<file path="src/hdl/btc_pkg.sv">
// Shared types, constants and the control store for the balanced ternary converter.
// Used by btc_sequencer, btc_datapath and balanced_ternary_converter_core.
package btc_pkg;

  localparam int INT_DIGITS  = 21;
  localparam int FRAC_DIGITS = 19;

  localparam int NUM_W = 31;
  // digit positions span the whole numerator: 3^20 > 2^31, plus one carry position
  localparam int DIG_N = INT_DIGITS;
  localparam int POS_W = $clog2(DIG_N);
  // exponent reaches FRAC_DIGITS + 1 when the power search overshoots
  localparam int EXP_W = $clog2(FRAC_DIGITS + 2);
  localparam int POW_W = NUM_W + 1;

  // floor(x / 3) = (x * RECIP3) >> RECIP_SH for any 32-bit x
  localparam logic [31:0] RECIP3   = 32'hAAAA_AAAB;
  localparam int          RECIP_SH = 33;

  typedef logic [3:0] step_t;

  localparam step_t S_IDLE  = 4'd0;
  localparam step_t S_POW   = 4'd1;
  localparam step_t S_CHECK = 4'd2;
  localparam step_t S_DIV   = 4'd3;
  localparam step_t S_DIGIT = 4'd4;
  localparam step_t S_SETUP = 4'd5;
  localparam step_t S_EMIT  = 4'd6;
  localparam step_t S_DONE  = 4'd7;
  localparam step_t S_ERR   = 4'd8;

  typedef enum logic [2:0] {
    OP_NOP,
    OP_LOAD,
    OP_POW,
    OP_DIV,
    OP_DIGIT,
    OP_SETUP,
    OP_EMIT,
    OP_ERR
  } op_e;

  typedef enum logic [2:0] {
    CND_NEVER,
    CND_ALWAYS,
    CND_POW_LT,
    CND_BAD,
    CND_MORE_POS,
    CND_MORE_EMIT
  } cond_e;

  typedef struct packed {
    op_e   op;
    logic  wait_in;
    logic  wait_out;
    cond_e cond;
    step_t target;
  } ctrl_t;

  typedef struct packed {
    logic out_free;
    logic pow_lt;
    logic bad;
    logic more_pos;
    logic more_emit;
  } status_t;

  function automatic ctrl_t ucode(input step_t step);
    ctrl_t cw;
    cw = '{op: OP_NOP, wait_in: 1'b0, wait_out: 1'b0, cond: CND_ALWAYS, target: S_IDLE};
    unique case (step)
      S_IDLE:  cw = '{op: OP_LOAD,  wait_in: 1'b1, wait_out: 1'b0,
                      cond: CND_ALWAYS,    target: S_POW};
      S_POW:   cw = '{op: OP_POW,   wait_in: 1'b0, wait_out: 1'b0,
                      cond: CND_POW_LT,    target: S_POW};
      S_CHECK: cw = '{op: OP_NOP,   wait_in: 1'b0, wait_out: 1'b0,
                      cond: CND_BAD,       target: S_ERR};
      S_DIV:   cw = '{op: OP_DIV,   wait_in: 1'b0, wait_out: 1'b0,
                      cond: CND_NEVER,     target: S_IDLE};
      S_DIGIT: cw = '{op: OP_DIGIT, wait_in: 1'b0, wait_out: 1'b0,
                      cond: CND_MORE_POS,  target: S_DIV};
      S_SETUP: cw = '{op: OP_SETUP, wait_in: 1'b0, wait_out: 1'b0,
                      cond: CND_NEVER,     target: S_IDLE};
      S_EMIT:  cw = '{op: OP_EMIT,  wait_in: 1'b0, wait_out: 1'b1,
                      cond: CND_MORE_EMIT, target: S_EMIT};
      S_DONE:  cw = '{op: OP_NOP,   wait_in: 1'b0, wait_out: 1'b0,
                      cond: CND_ALWAYS,    target: S_IDLE};
      S_ERR:   cw = '{op: OP_ERR,   wait_in: 1'b0, wait_out: 1'b1,
                      cond: CND_ALWAYS,    target: S_IDLE};
      default: cw = '{op: OP_NOP,   wait_in: 1'b0, wait_out: 1'b0,
                      cond: CND_ALWAYS,    target: S_IDLE};
    endcase
    return cw;
  endfunction

endpackage

</file>
<file path="src/hdl/balanced_ternary_converter_core.sv">
// Balanced ternary converter top level: sequencer plus datapath.
// Depends on btc_pkg, btc_sequencer and btc_datapath.
//
//  channel | handshake              | payload
//  --------+------------------------+-------------------------------------------
//  in      | in_valid_i / in_stall_o | numerator_i[30:0], denominator_i[30:0]
//  out     | out_valid_o / out_stall_i | digit_o[1:0] (signed), in_fraction_o,
//          |                        | bad_denominator_o, last_o
//
// The 21-position base-3 sweep takes two steps per digit through the shared
// reciprocal multiplier, then sends one digit per cycle out of the digit store
// while the output is not stalled; a bad denominator skips the sweep.
// A new item is taken only once the last result of the previous one is registered.
// Reset clears the step counter and the output valid flag; a stall holds the output
// register and the emit step.
module balanced_ternary_converter_core (
  input  logic                      clk_i,
  input  logic                      rst_ni,
  input  logic                      in_valid_i,
  output logic                      in_stall_o,
  input  logic [btc_pkg::NUM_W-1:0] numerator_i,
  input  logic [btc_pkg::NUM_W-1:0] denominator_i,
  output logic                      out_valid_o,
  input  logic                      out_stall_i,
  output logic signed [1:0]         digit_o,
  output logic                      in_fraction_o,
  output logic                      bad_denominator_o,
  output logic                      last_o
);
  import btc_pkg::*;

  ctrl_t   cw;
  status_t status;
  logic    go;

  btc_sequencer u_seq (
    .clk_i      (clk_i),
    .rst_ni     (rst_ni),
    .in_valid_i (in_valid_i),
    .status_i   (status),
    .cw_o       (cw),
    .go_o       (go)
  );

  btc_datapath u_dp (
    .clk_i             (clk_i),
    .rst_ni            (rst_ni),
    .cw_i              (cw),
    .go_i              (go),
    .numerator_i       (numerator_i),
    .denominator_i     (denominator_i),
    .out_stall_i       (out_stall_i),
    .status_o          (status),
    .out_valid_o       (out_valid_o),
    .digit_o           (digit_o),
    .in_fraction_o     (in_fraction_o),
    .bad_denominator_o (bad_denominator_o),
    .last_o            (last_o)
  );

  // only the load step takes an item
  assign in_stall_o = !cw.wait_in;

endmodule

</file>
<file path="src/hdl/btc_sequencer.sv">
// Step counter and control store lookup for the balanced ternary converter.
// Depends on btc_pkg for the control word, status flags and the program.
module btc_sequencer (
  input  logic             clk_i,
  input  logic             rst_ni,
  input  logic             in_valid_i,
  input  btc_pkg::status_t status_i,
  output btc_pkg::ctrl_t   cw_o,
  output logic             go_o
);
  import btc_pkg::*;

  step_t pc_q, pc_d;
  ctrl_t cw;
  logic  take;

  assign cw = ucode(pc_q);

  // hold the step while its handshake is not ready
  assign go_o = !((cw.wait_in && !in_valid_i) || (cw.wait_out && !status_i.out_free));

  always_comb begin
    unique case (cw.cond)
      CND_NEVER:     take = 1'b0;
      CND_ALWAYS:    take = 1'b1;
      CND_POW_LT:    take = status_i.pow_lt;
      CND_BAD:       take = status_i.bad;
      CND_MORE_POS:  take = status_i.more_pos;
      CND_MORE_EMIT: take = status_i.more_emit;
      default:       take = 1'b0;
    endcase
  end

  always_comb begin
    if (!go_o) begin
      pc_d = pc_q;
    end else if (take) begin
      pc_d = cw.target;
    end else begin
      pc_d = pc_q + step_t'(1);
    end
  end

  always_ff @(posedge clk_i or negedge rst_ni) begin
    if (!rst_ni) begin
      pc_q <= S_IDLE;
    end else begin
      pc_q <= pc_d;
    end
  end

  assign cw_o = cw;

endmodule

</file>
<file path="src/hdl/btc_datapath.sv">
// Working registers, divide-by-three unit, digit store and output register.
// Depends on btc_pkg; driven by control words from btc_sequencer.
module btc_datapath (
  input  logic                        clk_i,
  input  logic                        rst_ni,
  input  btc_pkg::ctrl_t              cw_i,
  input  logic                        go_i,
  input  logic [btc_pkg::NUM_W-1:0]   numerator_i,
  input  logic [btc_pkg::NUM_W-1:0]   denominator_i,
  input  logic                        out_stall_i,
  output btc_pkg::status_t            status_o,
  output logic                        out_valid_o,
  output logic signed [1:0]           digit_o,
  output logic                        in_fraction_o,
  output logic                        bad_denominator_o,
  output logic                        last_o
);
  import btc_pkg::*;

  logic [NUM_W-1:0] num_q, den_q, quo_q;
  logic [POW_W-1:0] pow_q;
  logic [EXP_W-1:0] exp_q;
  logic [POS_W-1:0] pos_q, lo_q, hi_q, idx_q, stop_q;
  logic             carry_q, nz_q;
  logic [1:0]       dig_q [DIG_N];

  logic             out_valid_q;
  logic signed [1:0] digit_q;
  logic             frac_q, bad_q, last_q;

  logic [63:0]      prod;
  logic [NUM_W-1:0] rem_full;
  logic [2:0]       sum;
  logic             carry_n;
  logic [1:0]       bal;
  logic [POS_W-1:0] exp_pos, start_pos, stop_pos;
  logic             exec, out_free;

  assign exec     = go_i;
  assign out_free = !out_valid_q || !out_stall_i;
  assign exp_pos  = POS_W'(exp_q);

  assign prod     = 64'(num_q) * 64'(RECIP3);
  assign rem_full = num_q - (quo_q + {quo_q[NUM_W-2:0], 1'b0});

  // plain digit + 1 + carry, fold back into -1/0/+1
  always_comb begin
    sum     = 3'(rem_full[1:0]) + 3'd1 + 3'(carry_q);
    carry_n = (sum >= 3'd3);
    unique case (carry_n ? (sum - 3'd3) : sum)
      3'd0:    bal = 2'b11;
      3'd1:    bal = 2'b00;
      default: bal = 2'b01;
    endcase
  end

  assign start_pos = (nz_q && (hi_q >= exp_pos)) ? hi_q : exp_pos;
  assign stop_pos  = (nz_q && (lo_q <  exp_pos)) ? lo_q : exp_pos;

  assign status_o = '{
    out_free:  out_free,
    pow_lt:    (pow_q < {1'b0, den_q}),
    bad:       (pow_q != {1'b0, den_q}),
    more_pos:  (pos_q != POS_W'(DIG_N - 1)),
    more_emit: (idx_q != stop_q)
  };

  always_ff @(posedge clk_i) begin
    if (exec) begin
      unique case (cw_i.op)
        OP_LOAD: begin
          num_q   <= numerator_i;
          den_q   <= denominator_i;
          pow_q   <= POW_W'(1);
          exp_q   <= '0;
          pos_q   <= '0;
          carry_q <= 1'b0;
          nz_q    <= 1'b0;
          lo_q    <= '0;
          hi_q    <= '0;
        end
        OP_POW: begin
          if (pow_q < {1'b0, den_q}) begin
            pow_q <= pow_q + {pow_q[POW_W-2:0], 1'b0};
            exp_q <= exp_q + EXP_W'(1);
          end
        end
        OP_DIV: begin
          quo_q <= prod[RECIP_SH +: NUM_W];
        end
        OP_DIGIT: begin
          dig_q[pos_q] <= bal;
          if (bal != 2'b00) begin
            if (!nz_q) begin
              lo_q <= pos_q;
            end
            nz_q <= 1'b1;
            hi_q <= pos_q;
          end
          carry_q <= carry_n;
          num_q   <= quo_q;
          pos_q   <= pos_q + POS_W'(1);
        end
        OP_SETUP: begin
          idx_q  <= start_pos;
          stop_q <= stop_pos;
        end
        OP_EMIT: begin
          idx_q <= idx_q - POS_W'(1);
        end
        default: begin
        end
      endcase
    end
  end

  // output register payload
  always_ff @(posedge clk_i) begin
    if (exec && cw_i.op == OP_EMIT) begin
      digit_q <= dig_q[idx_q];
      frac_q  <= (idx_q < exp_pos);
      bad_q   <= 1'b0;
      last_q  <= (idx_q == stop_q);
    end else if (exec && cw_i.op == OP_ERR) begin
      digit_q <= 2'sb00;
      frac_q  <= 1'b0;
      bad_q   <= 1'b1;
      last_q  <= 1'b1;
    end
  end

  always_ff @(posedge clk_i or negedge rst_ni) begin
    if (!rst_ni) begin
      out_valid_q <= 1'b0;
    end else if (exec && (cw_i.op == OP_EMIT || cw_i.op == OP_ERR)) begin
      out_valid_q <= 1'b1;
    end else if (!out_stall_i) begin
      out_valid_q <= 1'b0;
    end
  end

  assign out_valid_o       = out_valid_q;
  assign digit_o           = digit_q;
  assign in_fraction_o     = frac_q;
  assign bad_denominator_o = bad_q;
  assign last_o            = last_q;

endmodule
</file>
<file path="config.mk">
export PLATFORM = sky130hd
export DESIGN_NAME = balanced_ternary_converter_core
export DESIGN_NICKNAME = d
export VERILOG_FILES = /design/src/hdl/btc_pkg.sv /design/src/hdl/balanced_ternary_converter_core.sv /design/src/hdl/btc_sequencer.sv /design/src/hdl/btc_datapath.sv
export SDC_FILE = /design/constraint.sdc
export NUM_CORES = 1
export LEC_CHECK = 0
export ABC_AREA = 1
export BUFFER_PORTS_ARGS = -buffer_cell sky130_fd_sc_hd__buf_2
export CAP_MARGIN = 10
export CORE_MARGIN = 1.5
export CORE_UTILIZATION = 55
export DETAILED_ROUTE_END_ITERATION = 8
export GPL_TIMING_DRIVEN = 0
export PLACE_DENSITY = 0.72
export SYNTH_ARGS = -nofsm -noshare
export SYNTH_HDL_FRONTEND = slang
export SYNTH_HIERARCHICAL = 1
export SYNTH_SLANG_ARGS = --single-unit
</file>
<file path="constraint.sdc">
create_clock -name clk_i -period 8.8 [get_ports clk_i]
set_input_delay 1.32 -clock clk_i [delete_from_list [all_inputs] [get_ports clk_i]]
set_output_delay 1.32 -clock clk_i [all_outputs]
set_load 0.02 [all_outputs]
</file>
# --- Yosys cells after proc, flatten, opt, wreduce, memory -nomap -nowiden ---
# Memory sizes are Yosys's and may differ from the RTL's. A register that Yosys moved wholly into a read port is not among the register bits.
# Cells that the tools add are included.
word_totals:
  reg_bits: 166
  ram_bits: 42
  rom_bits: 192
  input_bits: 66
  elab_cells: 121
  memories: 2
op_classes:
  add_sub_neg: 10
  n_mul: 1
  order_cmp: 5
  eq_ne: 21
  mux: 33
  bitwise_logic: 1
  reduce_logical: 30
mem_list:
  columns: ["memory", "words", "word_bits", "read_ports", "rd_ports_with_merged_regs", "write_ports", "line", "text"]
  rows:
  - ["(no name shown)", 16, 12, 1, 0, 0, "btc_pkg.sv:71", "unique case (step)"]
  - ["u_dp.dig_q", 21, 2, 1, 1, 1, "btc_datapath.sv:25", "logic [1:0] dig_q [DIG_N];"]
op_table:
  columns: ["op", "n"]
  rows:
  - ["32-bit one-hot mux with 2 select lines", 1]
  - ["31-bit by 32-bit multiplier with 63-bit output, second input constant", 1]
  - ["31-bit one-hot mux with 2 select lines", 1]
  - ["5-bit one-hot mux with 2 select lines", 5]
  - ["5-bit 2-to-1 mux", 7]
  - ["32-bit adder", 1]
  - ["32-bit by 31-bit less-than comparator with 1-bit output", 1]
  - ["32-bit 2-to-1 mux", 1]
  - ["32-bit by 31-bit inequality test with 1-bit output", 1]
  - ["3-bit == test, second input constant", 6]
  - ["3-bit by 2-bit == test with 1-bit output, second input constant", 4]
  - ["5-bit by 1-bit adder with 5-bit output, second input constant", 2]
  - ["5-bit less-than comparator", 2]
  - ["1-bit 2-to-1 mux", 10]
  - ["2-bit AND reduction", 5]
  - ["2-bit nonzero test", 5]
  - ["3-bit by 1-bit == test with 1-bit output, second input constant", 3]
  - ["1-bit logical AND", 7]
  - ["1-bit logical NOT", 6]
  - ["3-bit AND reduction", 2]
  - ["5-bit == test", 1]
  - ["5-bit >= comparator", 1]
  - ["5-bit inequality test", 1]
  - ["5-bit inequality test, second input constant", 1]
  - ["other kinds (20)", 26]

# --- Logic depth before layout (Yosys ltp) ---
# Gate-level depths: netlist of run 1.
depth:
  ltp_word: 11
  mapped_depth: 29

# --- Hierarchy ---
# The synthesis of run 1 kept the hierarchy.
modules_own_cells:
  columns: ["module", "instances", "cells_per_inst", "area_per_inst_um2", "seq_area_each_um2"]
  rows:
  - ["btc_datapath", 1, 3128, 25092.8, 6180.9]
  - ["btc_sequencer", 1, 77, 556.8, 100.1]
  - ["balanced_ternary_converter_core", 1, 1, 3.8, 0.0]

# --- Worst setup path before layout of run 1 ---
# Ideal clock, no wire load.
synth_path:
  path_kind: "register to register"
  startpoint: "register u_dp.num_q[28]"
  endpoint: "register u_dp.quo_q[15] (data pin)"
  setup_ps: 253
  t_arrival_ps: 6003
  t_required_ps: 8547
  setup_slack_ps: 2544
  path_stages_with_launch: 21
  path_buffers: 0
  period_less_slack_ps: 6256
  cell_sequence: "edfxtp_1 ha_1 ha_1 xor2_1 fa_1 fa_1 inv_1 fa_1 fa_1 fa_1 inv_1 fa_1 ha_1 nand2_1 nor2_1 and2_1 nand2_1 nor3_2 nand2_1 nand4_1 nand2_1"
synth_via:
  elab_chain_len: 1
synth_lines:
  columns: ["item", "line", "text"]
  rows:
  - ["start: declaration", "btc_datapath.sv:20", "logic [NUM_W-1:0] num_q, den_q, quo_q;"]
  - ["start signal: assignment", "btc_datapath.sv:72", "num_q <= numerator_i;"]
  - ["start signal: assignment", "btc_datapath.sv:101", "num_q <= quo_q;"]
  - ["31-bit by 32-bit multiplier with 63-bit output", "btc_datapath.sv:43", "assign prod = 64'(num_q) * 64'(RECIP3);"]
  - ["net u_dp.prod[48]", "btc_datapath.sv:31", "logic [63:0] prod;"]
  - ["end signal: assignment", "btc_datapath.sv:89", "quo_q <= prod[RECIP_SH +: NUM_W];"]
  - ["end: declaration", "btc_datapath.sv:20", null]
# The timed path passes the listed nets, and every way through them passes these cells.
# A chain may end at the register's enable or synchronous reset.

# --- Worst setup path in the final report of run 1 ---
layout_path:
  startpoint: "register u_dp.num_q[28]"
  endpoint: "register u_dp.quo_q[18] (data pin)"
# The elaborated chain is that of the path after synthesis.

==> results of run 1 <==
[critical path, cell delays in order (launching register included)]
cell and delay (ps):
edfxtp_1 510, ha_1 300, ha_1 350, xor2_1 450
fa_1 590, fa_1 940, inv_1 140, fa_1 520
fa_1 520, fa_1 570, inv_1 60, fa_1 470
ha_1 380, nand2_1 180, nor2_2 200, inv_2 70
nor3_4 230, nand2_1 180, nor3_2 130, nand2_1 110
nand3_1 80, nand2_1 80
[area by class of cell]
type	instances	share of cell area, %
clock inverters	19	0.839
inverters	729	9.90
flip-flops and latches	212	22.6
plain buffers	18	0.347
well taps	600	2.71
repair buffers	76	1.60
multi-input cells	2242	59.6
clock buffers	27	2.36
[stage by stage]
stage / area (um2) / std cells
floorplan: 25600 / 3201
global placement: 26700 / 3873
detailed placement: 26900 / 3877
CTS: 27700 / 3923
global route: 27700 / 3923
finish: 27700 / 3923
[state kept, by name (all words and copies together), names as in the netlist, 2 cells and up, named ones only]
| signal | flops |
|---|---|
| u_dp/den_q | 31 |
| u_dp/dig_q | 42 |
| u_dp/digit_o | 2 |
| u_dp/exp_pos | 5 |
| u_dp/hi_q | 5 |
| u_dp/idx_q | 5 |
| u_dp/lo_q | 5 |
| u_dp/num_q | 31 |
| u_dp/pos_q | 5 |
| u_dp/pow_q | 31 |
| u_dp/quo_q | 30 |
| u_dp/stop_q | 5 |
| u_seq/pc_q | 4 |
[routing by layer]
metal	GRT usage [%]	up-vias	wire length, um
met3	3.56	134	3610
met4	10.8	2	2760
li1	-	10173	-
met2	51.1	541	32600
met1	36.7	9831	28600
met5	0	-	9
[cell usage in the layout, fill, tap and decap left out, drive strengths merged, types with 2 or more instances in the layout]
| cell type | count |
|---|---|
| o21ai | 70 |
| nand2 | 915 |
| inv | 727 |
| a21o | 8 |
| o211ai | 10 |
| clkinv | 11 |
| fa | 227 |
| ha | 382 |
| buf | 83 |
| o2111ai | 3 |
| nand3b | 3 |
| nor3 | 35 |
| xnor2 | 16 |
| xor2 | 19 |
| o21bai | 11 |
| edfxtp | 201 |
| nor4 | 2 |
| dfrtp | 5 |
| o21a | 3 |
| nor2 | 258 |
| and2 | 8 |
| bufinv | 4 |
| dfxtp | 6 |
| clkbuf | 38 |
| or2 | 6 |
| a21oi | 132 |
| nand3 | 108 |
| clkinvlp | 6 |
| nand4 | 19 |
[worst paths after layout]
check / from / end / depth (start not counted)
min: u_dp/bad_denominator_o / u_dp/bad_denominator_o / 2
min reg2reg: u_dp/bad_denominator_o / u_dp/bad_denominator_o / 2
min in group asynchronous: rst_ni / u_seq/pc_q[0] / 1
max reg2reg: u_dp/num_q[28] / u_dp/quo_q[18] / 21
max in group asynchronous: rst_ni / u_dp/out_valid_o / 1
max: u_dp/num_q[28] / u_dp/quo_q[18] / 21
==> impl_results.md, run 1 <==
- Outcome: completed
- WL/cell: 17.2 um
- TNS Setup: 0 ps
- Area of the mapped netlist: 25600 um2
- Height of the die: 219 um
- Combined flip-flop and latch cell area: 6280 um2
- Worst reg-to-reg setup slack: 1470 ps
- Clk sinks: 212
- Fraction of layout cells with a size suffix above 1: 5.63%
- Area occupied by multi-input gates: 16500 um2
- Global-route wire length before repair: 108000 um
- Max-Cap Viols: 0
- Pin count of the biggest net entering global routing: 35
- Hold-fix buffers, CTS: 0
- Final Hold Viols: 0
- GP Congestion: 1.02
- Crit path launch type: register
- Layout Nets: 3980
- Initial Utilization: 56.1%
- Initial antenna violation count: 1
- Total Routed Length: 67500 um
- GRT Total Usage: 29.1%
- Synthesized Nets: 3876
- Least-Margin Pin Slew: 1060 ps
- Placement Setup Slack: 1530 ps
- Hold Crit Class: register to register
- Syn avg cell area: 8.01 um2
- Final ANT Viol Nets: 0
- Total grt overflow: 0
- # diodes: 0
- Util after Layout: 60.7%
- Synth Warn #: 6
- Drc violations: 0
- Crit path max fanout: 7
- Final WS setup: 1470 ps
- Clock Latency Late Sink: 590 ps
- Synth Instances: 3201
- Worst Skew: 34.0 ps
- Vias: 20681
- CTS tree: yes
- Postcts setup bufs: 0
- RSZ-0062 raised after global routing: no
- Rel. slew slack: 29.1%
- First-pass DRT Iterations: 5
- CTS root buf: clkbuf_16
- Vias per inst: 5.27
- Final min period: 7330 ps
- Achievable clock frequency: 136 MHz
- Iter 0 DRT Violations: 1274
- Fillers: 4070
- HPWL Detailed: 57200 um
- CTS Buf Count: 26
- Die area: 47900 um2
- Num rows: 78
- H-tree levels: 1
- Crit Path Class: register to register
- CTS resizes: 0
- Final-report max-slew violation count: 0
- Clock Path Buffers: 3
- Critical Path AT: 7650 ps
- Die width: 219 um
- Core Region: 45700 um2
- Synth-to-layout area growth: 8.25%
- I/O pin cnt: 73
- CP required: 9120 ps
- Setup crit end kind: register
- Port-buffer cells: 72
- Clock Pin Slew Worst Setup and Hold Paths: 60 ps
- Vias in the first global route: 21268
- Hold WS: 474 ps
- # setup viols final: 0
- Tcrit/Tclk final: 83.3%
Power of run 1 is not shown: default switching activity piles up to over one toggle a cycle in this logic, so the estimate is an artifact.
==> inputs of run 2 (changes only) <==
==> constraint.sdc (replaced) <==
create_clock -name clk_i -period 6.9 [get_ports clk_i]
set_input_delay 1.035 -clock clk_i [delete_from_list [all_inputs] [get_ports clk_i]]
set_output_delay 1.035 -clock clk_i [all_outputs]
set_load 0.02 [all_outputs]
==> impl_results.md, run 2 (synthesis gave the netlist of run 1 again) <==
- Total grt overflow: 0
- WL/cell: 17.3 um
- Die width: 219 um
- Synth-to-layout area growth: 10.4%
- Worst reg2reg path startpoint: u_dp/num_q[7]
- Critical Path AT: 7060 ps
- Max FFs per register: 42
- First-pass DRT Iterations: 6
- Hold Crit Class: input pin to async pin
- I/O pin cnt: 73
- Outcome: completed
- Initial Utilization: 56.1%
- Clock Path Buffers: 3
- Global-route wire length before repair: 108000 um
- Inst Count DP: 3877
- Crit-path most repeated cell: fa_1
- Clock Latency Late Sink: 590 ps
- GRT Total Usage: 29.3%
- Commonest non-fill, non-tap cell in the layout: nand2_1
- Clock Pin Slew Worst Setup and Hold Paths: 60 ps
- Height of the die: 219 um
- Commonest non-fill, non-tap cells in the layout: nand2_1, inv_1, ha_1
- Final-report max-slew violation count: 0
- Worst reg-to-reg setup slack: 170 ps
- Least-Margin Pin Slew: 1060 ps
- Worst Skew: 32.6 ps
- Iter 0 DRT Violations: 1312
- Drc violations: 0
- Num rows: 78
- CTS Buf Count: 26
- Final ANT Viol Nets: 0
- HPWL Detailed: 57200 um
- Non-Filler Instances: 3956
- Hold WS: 283 ps
- Max-Cap Viols: 0
- Vias per inst: 5.27
- Total Routed Length: 68600 um
- H-tree levels: 1
- CP required: 7230 ps
- Worst Reg-to-Reg Cells: 22
- Cells along the critical path: ha_1 -> inv_1 -> fa_1 -> inv_4 -> fa_2 -> buf_4 -> fa_1 -> fa_1 -> fa_1 -> fa_1 -> fa_1 -> ha_1 -> nand2_2 -> inv_1 -> nand2_1 -> nand2_1 -> a21oi_2 -> nand3_1 -> nand2_1 -> nand3_1 -> nand2_1 -> nand2_1
- Final min period: 6730 ps
- Final Hold Viols: 0
- Critical R2R Capture: u_dp/quo_q[24]
- Setup crit end kind: register
- Largest Register: u_dp/dig_q
- CP max stage delay: 620 ps
- CTS root buf: clkbuf_16
- Fillers: 3988
- Crit Path Class: register to register
- # setup viols final: 0
- Layout Nets: 4013
- Vias in the first global route: 21315
- Vias: 20856
- Fraction of layout cells with a size suffix above 1: 8.34%
- Initial antenna violation count: 1
- TNS Setup: 0 ps
- Achievable clock frequency: 149 MHz
- Clk sinks: 212
- CP top delay family: adder cells
- GP Congestion: 1.02
- Rel. slew slack: 29.3%
- Port-buffer cells: 72
- CTS tree: yes
- Core Region: 45700 um2
- Worst path bufs/invs: 4
- # diodes: 0
- Crit path launch type: register
- Crit path max fanout: 5
- Die area: 47900 um2
- Tcrit/Tclk final: 97.5%
- Pin count of the biggest net entering global routing: 35
- Highest-delay cell along the critical path: fa_1
==> run 2: area by class of cell <==
type	instances	area [um2]	share of cell area [%]
clock inverters	19	233	0.822
plain buffers	18	96.3	0.340
well taps	600	751	2.65
flip-flops and latches	212	6280	22.2
repair buffers	109	716	2.53
clock buffers	27	654	2.31
inverters	729	2770	9.78
multi-input cells	2242	16800	59.4
==> run 2: worst max path at each step <==
stage / start / endpoint / depth (start not counted)
2_1_floorplan: u_dp/num_q[28] / u_dp/quo_q[15] / 20
3_3_place_gp: u_dp/num_q[9] / u_dp/quo_q[20] / 23
3_5_place_dp: u_dp/num_q[12] / u_dp/quo_q[20] / 23
4_1_cts: u_dp/num_q[9] / u_dp/quo_q[20] / 25
5_1_grt: u_dp/num_q[7] / u_dp/quo_q[10] / 28
6_report: u_dp/num_q[7] / u_dp/quo_q[24] / 22
==> run 2: per-stage QoR <==
step | instance area (um2) | worst slack [ps] | util, %
global placement | 26700 | -323 | 58.5
CTS | 27900 | -13.0 | 61.1
global route | 28300 | -8.39 | 62.0
finish | 28300 | 169 | 62.0
detailed placement | 26900 | -365 | 58.8
floorplan | 25600 | 644 | -
==> run 2: what timing repair did <==
item                                   in CTS  in global routing
setup endpoints to repair                  29                 30
pin swaps                                   2                 10
endpoints found under the hold margin       0                  0
gates resized for setup                    25                 46
setup buffers                               9                 24
hold buffers                                0                  0
==> run 2: metal layers <==
layer | wire [um] | track usage (%) | vias to the layer above
met5 | 9 | 0 | -
met4 | 2890 | 10.8 | 2
li1 | - | - | 10239
met2 | 33300 | 51.6 | 570
met1 | 28700 | 36.9 | 9906
met3 | 3650 | 3.28 | 139
Power of run 2 is left out for the same reason.
